`config.mk`:
```
export PLATFORM = sky130hd
export DESIGN_NAME = three_phase_pwm_fault_gate
export DESIGN_NICKNAME = d
export VERILOG_FILES = /design/src/sv/tpwm_pkg.sv /design/src/sv/tpwm_cfg.sv /design/src/sv/tpwm_decode.sv /design/src/sv/tpwm_scale.sv /design/src/sv/three_phase_pwm_fault_gate.sv
export SDC_FILE = /design/constraint.sdc
export NUM_CORES = 2
export LEC_CHECK = 0
export BUFFER_PORTS_ARGS = -buffer_cell sky130_fd_sc_hd__buf_4
export CORE_UTILIZATION = 29
export CTS_CLUSTER_DIAMETER = 60
export DETAILED_ROUTE_END_ITERATION = 7
export GPL_ROUTABILITY_DRIVEN = 0
export PLACE_DENSITY = 0.47
export SLEW_MARGIN = 20
export SYNTH_ARGS = -nofsm -noshare
export SYNTH_HDL_FRONTEND = slang
export SYNTH_HIERARCHICAL = 1
export SYNTH_SLANG_ARGS = --single-unit
export TNS_END_PERCENT = 50
```
`constraint.sdc`:
```
create_clock -name clk -period 16 [get_ports clk]
set_input_delay 3.2 -clock clk [delete_from_list [all_inputs] [get_ports clk]]
set_output_delay 3.2 -clock clk [all_outputs]
set_load 0.05 [all_outputs]
```
`src/sv/tpwm_pkg.sv`:
```
// ----------------------------------------------------------------------------
// tpwm_pkg
// Shared types, codes and reset values for the three-phase pwm fault gate.
// ----------------------------------------------------------------------------
package tpwm_pkg;

  localparam int COMPARE_WIDTH_DEF  = 16;
  localparam int DUTY_FRAC_BITS_DEF = 16;

  localparam int CMD_W     = 3;
  localparam int CFG_IDX_W = 2;

  localparam int PERIOD_RESET   = 2124;
  localparam int DUTY_MIN_RESET = 0;
  localparam int DUTY_MAX_RESET = 62259;

  typedef enum logic [CMD_W-1:0] {
    CMD_SET_DUTY    = 3'd0,
    CMD_ENABLE      = 3'd1,
    CMD_DISABLE     = 3'd2,
    CMD_CLEAR_FAULT = 3'd3,
    CMD_UPDATE_TICK = 3'd4
  } cmd_t;

  typedef enum logic [CFG_IDX_W-1:0] {
    REG_PERIOD   = 2'd0,
    REG_DUTY_MIN = 2'd1,
    REG_DUTY_MAX = 2'd2
  } reg_idx_t;

  typedef struct packed {
    logic load_compare;
    logic stage_off;
    logic set_enable;
    logic set_fault;
    logic clear_fault;
    logic hook;
  } ctrl_t;

endpackage

```
`src/sv/tpwm_cfg.sv`:
```
// ----------------------------------------------------------------------------
// tpwm_cfg
// Configuration registers: period, lowest and highest duty.
// ----------------------------------------------------------------------------
module tpwm_cfg #(
  parameter int COMPARE_WIDTH  = tpwm_pkg::COMPARE_WIDTH_DEF,
  parameter int DUTY_FRAC_BITS = tpwm_pkg::DUTY_FRAC_BITS_DEF,
  parameter int CFG_W          = (COMPARE_WIDTH > DUTY_FRAC_BITS + 1) ?
                                 COMPARE_WIDTH : DUTY_FRAC_BITS + 1
) (
  input  logic                              clk,
  input  logic                              rst,
  input  logic                              cfg_valid,
  output logic                              cfg_ready,
  input  logic [tpwm_pkg::CFG_IDX_W-1:0]    cfg_index,
  input  logic [CFG_W-1:0]                  cfg_data,
  output logic [COMPARE_WIDTH-1:0]          period,
  output logic [DUTY_FRAC_BITS:0]           duty_min,
  output logic [DUTY_FRAC_BITS:0]           duty_max
);
  import tpwm_pkg::*;

  localparam int DW = DUTY_FRAC_BITS + 1;

  assign cfg_ready = 1'b1;

  always_ff @(posedge clk) begin
    if (rst) begin
      period   <= COMPARE_WIDTH'(PERIOD_RESET);
      duty_min <= DW'(DUTY_MIN_RESET);
      duty_max <= DW'(DUTY_MAX_RESET);
    end else if (cfg_valid && cfg_ready) begin
      case (reg_idx_t'(cfg_index))
        REG_PERIOD:   period   <= cfg_data[COMPARE_WIDTH-1:0];
        REG_DUTY_MIN: duty_min <= cfg_data[DW-1:0];
        REG_DUTY_MAX: duty_max <= cfg_data[DW-1:0];
        default: begin
        end
      endcase
    end
  end

endmodule

```
`src/sv/tpwm_decode.sv`:
```
// ----------------------------------------------------------------------------
// tpwm_decode
// Turns a command and the fault pin into state update controls.
// ----------------------------------------------------------------------------
module tpwm_decode (
  input  logic [tpwm_pkg::CMD_W-1:0] command,
  input  logic                       fault_asserted,
  output tpwm_pkg::ctrl_t            ctrl
);
  import tpwm_pkg::*;

  always_comb begin
    ctrl = '0;
    case (cmd_t'(command))
      CMD_SET_DUTY: ctrl.load_compare = 1'b1;
      CMD_ENABLE: begin
        if (fault_asserted) begin
          ctrl.set_fault = 1'b1;
          ctrl.stage_off = 1'b1;
        end else begin
          ctrl.set_enable = 1'b1;
        end
      end
      CMD_DISABLE: ctrl.stage_off = 1'b1;
      CMD_CLEAR_FAULT: ctrl.clear_fault = 1'b1;
      CMD_UPDATE_TICK: begin
        if (fault_asserted) begin
          ctrl.set_fault = 1'b1;
          ctrl.stage_off = 1'b1;
        end else begin
          ctrl.hook = 1'b1;
        end
      end
      default: begin
      end
    endcase
  end

endmodule

```
`src/sv/tpwm_scale.sv`:
```
// ----------------------------------------------------------------------------
// tpwm_scale
// Clamps one duty and scales it by the period into a saturated compare value.
// ----------------------------------------------------------------------------
module tpwm_scale #(
  parameter int COMPARE_WIDTH  = tpwm_pkg::COMPARE_WIDTH_DEF,
  parameter int DUTY_FRAC_BITS = tpwm_pkg::DUTY_FRAC_BITS_DEF
) (
  input  logic [DUTY_FRAC_BITS:0]  duty,
  input  logic [COMPARE_WIDTH-1:0] period,
  input  logic [DUTY_FRAC_BITS:0]  duty_min,
  input  logic [DUTY_FRAC_BITS:0]  duty_max,
  output logic [COMPARE_WIDTH-1:0] compare
);
  import tpwm_pkg::*;

  localparam int DW = DUTY_FRAC_BITS + 1;
  localparam int PW = DW + COMPARE_WIDTH;

  logic [DW-1:0]          duty_lo;
  logic [DW-1:0]          duty_clamped;
  logic [PW-1:0]          product;
  logic [COMPARE_WIDTH:0] scaled;

  // raise to min first, then lower to max
  assign duty_lo      = (duty < duty_min) ? duty_min : duty;
  assign duty_clamped = (duty_lo > duty_max) ? duty_max : duty_lo;
  assign product      = PW'(duty_clamped) * PW'(period);
  assign scaled       = product[PW-1:DUTY_FRAC_BITS];
  assign compare      = scaled[COMPARE_WIDTH] ? '1 : scaled[COMPARE_WIDTH-1:0];

endmodule

```
`src/sv/three_phase_pwm_fault_gate.sv`:
```
// ----------------------------------------------------------------------------
// three_phase_pwm_fault_gate
// Compare and gate control for a three-phase pwm stage with a sticky fault.
//
//   channel  handshake               word
//   in       in_valid / in_stall     command, duty_a/b/c, fault_asserted
//   out      out_valid / out_stall   compare_a/b/c, outputs_enabled,
//                                    fault_latched, run_loop_hook
//   cfg      cfg_valid / cfg_ready   cfg_index, cfg_data
//
// an accepted word passes the input register, then the result register; one
// word per cycle sustained while out_stall is low; the clamp, period multiply
// and saturation sit between the input register and the result register.
// reset loads the default period and duty limits and clears compares,
// enable and fault latch. out_stall holds the result register and backs
// up into in_stall once the input register is also full.
// ----------------------------------------------------------------------------
module three_phase_pwm_fault_gate #(
  parameter int COMPARE_WIDTH  = tpwm_pkg::COMPARE_WIDTH_DEF,
  parameter int DUTY_FRAC_BITS = tpwm_pkg::DUTY_FRAC_BITS_DEF,
  parameter int CFG_W          = (COMPARE_WIDTH > DUTY_FRAC_BITS + 1) ?
                                 COMPARE_WIDTH : DUTY_FRAC_BITS + 1
) (
  input  logic                           clk,
  input  logic                           rst,
  input  logic                           in_valid,
  output logic                           in_stall,
  input  logic [tpwm_pkg::CMD_W-1:0]     command,
  input  logic [DUTY_FRAC_BITS:0]        duty_a,
  input  logic [DUTY_FRAC_BITS:0]        duty_b,
  input  logic [DUTY_FRAC_BITS:0]        duty_c,
  input  logic                           fault_asserted,
  output logic                           out_valid,
  input  logic                           out_stall,
  output logic [COMPARE_WIDTH-1:0]       compare_a,
  output logic [COMPARE_WIDTH-1:0]       compare_b,
  output logic [COMPARE_WIDTH-1:0]       compare_c,
  output logic                           outputs_enabled,
  output logic                           fault_latched,
  output logic                           run_loop_hook,
  input  logic                           cfg_valid,
  output logic                           cfg_ready,
  input  logic [tpwm_pkg::CFG_IDX_W-1:0] cfg_index,
  input  logic [CFG_W-1:0]               cfg_data
);
  import tpwm_pkg::*;

  logic [COMPARE_WIDTH-1:0]  period;
  logic [DUTY_FRAC_BITS:0]   duty_min;
  logic [DUTY_FRAC_BITS:0]   duty_max;

  logic                      s1_valid;
  logic [CMD_W-1:0]          s1_command;
  logic [DUTY_FRAC_BITS:0]   s1_duty_a;
  logic [DUTY_FRAC_BITS:0]   s1_duty_b;
  logic [DUTY_FRAC_BITS:0]   s1_duty_c;
  logic                      s1_fault;

  ctrl_t                     ctrl;
  logic [COMPARE_WIDTH-1:0]  scaled_a;
  logic [COMPARE_WIDTH-1:0]  scaled_b;
  logic [COMPARE_WIDTH-1:0]  scaled_c;

  logic                      advance;
  logic                      load_out;
  logic                      in_take;

  tpwm_cfg #(
    .COMPARE_WIDTH  (COMPARE_WIDTH),
    .DUTY_FRAC_BITS (DUTY_FRAC_BITS),
    .CFG_W          (CFG_W)
  ) u_cfg (
    .clk       (clk),
    .rst       (rst),
    .cfg_valid (cfg_valid),
    .cfg_ready (cfg_ready),
    .cfg_index (cfg_index),
    .cfg_data  (cfg_data),
    .period    (period),
    .duty_min  (duty_min),
    .duty_max  (duty_max)
  );

  assign advance  = !out_valid || !out_stall;
  assign load_out = s1_valid && advance;
  assign in_stall = s1_valid && !advance;
  assign in_take  = in_valid && !in_stall;

  // input register
  always_ff @(posedge clk) begin
    if (rst) begin
      s1_valid <= 1'b0;
    end else if (in_take) begin
      s1_valid <= 1'b1;
    end else if (advance) begin
      s1_valid <= 1'b0;
    end
  end

  always_ff @(posedge clk) begin
    if (in_take) begin
      s1_command <= command;
      s1_duty_a  <= duty_a;
      s1_duty_b  <= duty_b;
      s1_duty_c  <= duty_c;
      s1_fault   <= fault_asserted;
    end
  end

  tpwm_decode u_decode (
    .command        (s1_command),
    .fault_asserted (s1_fault),
    .ctrl           (ctrl)
  );

  tpwm_scale #(
    .COMPARE_WIDTH  (COMPARE_WIDTH),
    .DUTY_FRAC_BITS (DUTY_FRAC_BITS)
  ) u_scale_a (
    .duty     (s1_duty_a),
    .period   (period),
    .duty_min (duty_min),
    .duty_max (duty_max),
    .compare  (scaled_a)
  );

  tpwm_scale #(
    .COMPARE_WIDTH  (COMPARE_WIDTH),
    .DUTY_FRAC_BITS (DUTY_FRAC_BITS)
  ) u_scale_b (
    .duty     (s1_duty_b),
    .period   (period),
    .duty_min (duty_min),
    .duty_max (duty_max),
    .compare  (scaled_b)
  );

  tpwm_scale #(
    .COMPARE_WIDTH  (COMPARE_WIDTH),
    .DUTY_FRAC_BITS (DUTY_FRAC_BITS)
  ) u_scale_c (
    .duty     (s1_duty_c),
    .period   (period),
    .duty_min (duty_min),
    .duty_max (duty_max),
    .compare  (scaled_c)
  );

  // result register, also the stage state
  always_ff @(posedge clk) begin
    if (rst) begin
      out_valid       <= 1'b0;
      compare_a       <= '0;
      compare_b       <= '0;
      compare_c       <= '0;
      outputs_enabled <= 1'b0;
      fault_latched   <= 1'b0;
      run_loop_hook   <= 1'b0;
    end else if (load_out) begin
      out_valid <= 1'b1;
      if (ctrl.load_compare) begin
        compare_a <= scaled_a;
        compare_b <= scaled_b;
        compare_c <= scaled_c;
      end else if (ctrl.stage_off) begin
        compare_a <= '0;
        compare_b <= '0;
        compare_c <= '0;
      end
      if (ctrl.stage_off) begin
        outputs_enabled <= 1'b0;
      end else if (ctrl.set_enable) begin
        outputs_enabled <= 1'b1;
      end
      if (ctrl.set_fault) begin
        fault_latched <= 1'b1;
      end else if (ctrl.clear_fault) begin
        fault_latched <= 1'b0;
      end
      run_loop_hook <= ctrl.hook;
    end else if (!out_stall) begin
      out_valid <= 1'b0;
    end
  end

  a_stall_needs_word : assert property (@(posedge clk) disable iff (rst)
    in_stall |-> s1_valid)
    else $error("input stalled with empty input register");

  a_stage_off_clears : assert property (@(posedge clk) disable iff (rst)
    (load_out && ctrl.stage_off) |=>
      (compare_a == '0 && compare_b == '0 && compare_c == '0 && !outputs_enabled))
    else $error("stage not switched off");

  a_fault_tick_latches : assert property (@(posedge clk) disable iff (rst)
    (load_out && cmd_t'(s1_command) == CMD_UPDATE_TICK && s1_fault) |=>
      (fault_latched && !run_loop_hook && out_valid))
    else $error("fault on update tick not latched");

  a_hook_keeps_fault : assert property (@(posedge clk) disable iff (rst)
    (load_out && ctrl.hook) |=> (fault_latched == $past(fault_latched)))
    else $error("loop hook word changed the fault latch");

endmodule
```
==> results by group <==
Timing
  – Minimum clock period: approximately 12000 ps
  – Tcrit/Tclk final: between 70% and 80%
  – RSZ-0062 raised after global routing: false
  – Final Setup Violations: 0
  – FMAX: about 83 MHz
  – Final Skew: 17.99 ps
  – Rel. slew slack: about a third
  – Worst slew pin tran: roughly 1000 ps
  – Fin. Hold Viols: 0
  – Hold Slack: around 490 ps
  – Slew Limit Fails: 0
  – Sum Neg Setup Slack: 0 ps
  – Setup ws final: 3893 ps

Floorplan
  – Die W: about 350 um
  – Die Y: 351.4 um
  – I/O Pins: between 100 and 150
  – Core area: roughly 120000 um2
  – Die area: approximately 120000 um2
  – Cell row count: approximately 130
  – Initial Util: 29.39%

Critical path
  – CP Launch Type: flip-flop
  – Crit-path most repeated cell: fa_1
  – CP max FO: 33
  – Max stage delay cell, worst path: nand2_1
  – Worst r2r dst: compare_c[13]
  – R2R Setup Slk: 3890 ps
  – CP top delay family: compound AO/OA/AOI/OAI gates
  – Reg2Reg Depth: 37
  – Critical Path RT: 16410 ps
  – Crit. End Element: flip-flop
  – WP data arrival: around 13000 ps
  – Bufs and invs on worst path: 5
  – Crit-path max cell delay: 710 ps
  – R2R Path Start: u_cfg/duty_min[15]
  – Critical path type: flip-flop to flip-flop

CTS
  – Post-CTS resize count: 0
  – Postcts setup bufs: 0
  – # clock sinks: 158
  – CTS Hold Bufs: 0
  – CTS H-Tree Depth: 4
  – Total CTS buffers: 17
  – Worst-path clk slew: roughly 80 ps
  – CTS tree: done
  – Max clock buf depth: 2
  – Worst-Skew Late Latency: roughly 520 ps
  – CTS root buf: clkbuf_16

Detailed routing
  – Met2 Wirelength: between 40000 and 50000 um
  – DR WL/cell: approximately 19 um
  – DRC Markers: 0
  – Post-route ant nets: 0
  – WL met3: about 5200 um
  – Metal1 wirelength: ~51000 um
  – Total wire length: approximately 110000 um
  – Via Count: between 20000 and 30000
  – Max layer used: met5
  – Vias per inst: 4.700
  – Iteration-0 DRC Markers: around 1200
  – Drt pass-1 iters: 5

Pwr
  – Maximum vdd drop: 0.1243 mV
  – Pwr Density: around 130 nW/um2
  – Pleak: 19.73 nW

Logic synthesis
  – Simple-Gate Fraction of Synth Area: between 15 and 20%
  – Synth top area cells: fa_1, ha_1, inv_1
  – Multiplexer share of the synthesized area: 3.053%
  – Largest family of logic cells by synthesized area: adder cells
  – Area share of the largest cell type after synthesis: a little over a third
  – Largest area contributor in the synthesized netlist: fa_1
  – Most used DFF post-synth: dfxtp_1
  – Mean Syn Cell Area: 9.009 um2
  – Post-Syn Instances: ~4000
  – Seq/Total Area, Yosys: around a tenth
  – Complex-gate fraction of the synthesized area: roughly 7.8%
  – Synth Area in Adders: roughly half
  – Post-Syn Area: ~35000 um2
  – Yosys warns: 6
  – Number of synthesized flops with an enable pin: 55
  – Asr flop ratio synth: 0%
  – Synth Register Bits: 158
  – Net Count, Synth: between 5000 and 6000
  – Netlist cell types: 81
  – Xor/xnor cell area share of the yosys netlist: around 1.1%

Hold path
  – HP Start: compare_a[12]
  – Worst hold stages: 1
  – Worst Hold Path EP: compare_a[12]
  – HP Class: flip-flop to flip-flop

Finish
  – Finished Cell Area: ~39000 um2
  – Share of layout cells above drive strength 1: about 7.4%
  – Layout Cells excl Fill: approximately 5600
  – Area delta synth->final: 9.086%
  – Number of fill cells: approximately 13000
  – Most frequent cells in the layout: inv_1, fa_1, nand2_1
  – Total Nets Final: between 5000 and 6000
  – Most common cell after layout, fill and taps aside: inv_1

Global route
  – First-pass GRT wire length: roughly 170000 um
  – Pin count of the biggest net entering global routing: between 80 and 90
  – GRT Resource Usage Total: 17.98%
  – Grt ovf: 0
  – Vias in the first global route: roughly 28000
  – Initial antenna violation count: 5

Job
  – MaxCap Viol Count: 0

Placed design
  – PortBufs: 131
  – Placed insts: 5554
  – Cell Area, Placed: between 30000 and 40000 um2
  – Dpl ws: 3809 ps
  – Hpwl dp: 82850 um

Outcome
  – Status: complete, no violations
-- cells by family after synthesis --
group | count (synthesis)
AND/OR/NAND/NOR | 1227
adder cells (fa/ha/maj) | 1026
buffers and inverters | 969
AO/OA/AOI/OAI | 401
flip-flops | 158
multiplexers | 102
XOR/XNOR | 46
other | 1
-- registers in the layout, summed over array words and instances (netlist names) --
name / count
run_loop_hook: 1
compare_c: 16
out_valid: 1
s1_duty_c: 17
s1_duty_b: 17
s1_fault: 1
u_cfg/duty_min: 17
s1_duty_a: 17
outputs_enabled: 1
u_cfg/period: 16
s1_valid: 1
s1_command: 3
u_cfg/duty_max: 17
compare_a: 16
fault_latched: 1
compare_b: 16
-- cell type report --
class                           count  area, um2  share of cell area (%)
Timing Repair Buffer              164       1231                   3.188
Sequential cell                   158       3730                   9.657
Antenna cell                        2      5.005                 0.01296
Multi-Input combinational cell   2803      27990                   72.47
Tap cell                         1612       2017                   5.222
Clock buffer                       20      467.9                   1.212
Clock inverter                     12      116.4                  0.3013
Inverter                          817       3067                   7.940
-- Yosys cell counts (all sizes together) (25+ instances only) --
master  count
and2      386
a21oi     105
mux2i      54
nand3      31
nor2       65
mux2       48
nand2b     76
nand4      28
o21ai      89
ha        405
xnor2      25
fa        621
inv       817
clkbuf    111
and3       26
a22o       50
a21o       55
dfxtp     103
nand2     542
buf        41
edfxtp     55
-- stage by stage --
stage          util, %  power [mW]
2_1_floorplan        -       3.467
5_1_grt          32.06       5.627
3_3_place_gp     31.57       4.573
4_1_cts          32.05       5.069
6_report         32.07       4.972
3_5_place_dp     31.57       4.576
-- worst max-delay path by stage --
stage / from / end / slack (ps) / depth (start not counted)
after floorplan: u_cfg/duty_min[8] / compare_c[11] / 5700 / 41
after detailed placement: u_cfg/duty_min[11] / compare_a[5] / 3810 / 33
after global placement: u_cfg/duty_min[11] / compare_a[5] / 3890 / 34
after global routing: u_cfg/duty_min[15] / compare_c[13] / 3030 / 37
final: u_cfg/duty_min[15] / compare_c[13] / 3890 / 37
after CTS: u_cfg/duty_min[11] / compare_a[5] / 3740 / 33
-- worst reg2reg max path, delay by kind of cell (launching register included) --
family	cells	cell delay, ps
AOI/OAI and AO/OA	14	4370
adders and majority gates	9	3920
and+or+nand+nor	8	2390
muxes	1	600
DFF	1	440
buffers and inverters	5	280
-- where the power goes --
group | switching [mW] | internal, mW
sequential | 0.0300 | 0.440
combinational | 2.44 | 1.62
clock | 0.226 | 0.219
-- per-layer routing --
layer,global-route usage [%],vias up
met4,4.516,4
met1,24.86,13373
met2,29.11,510
met3,2.890,93
met5,0,-
li1,-,12286
Note: power is estimated with default switching activity, not from simulation.
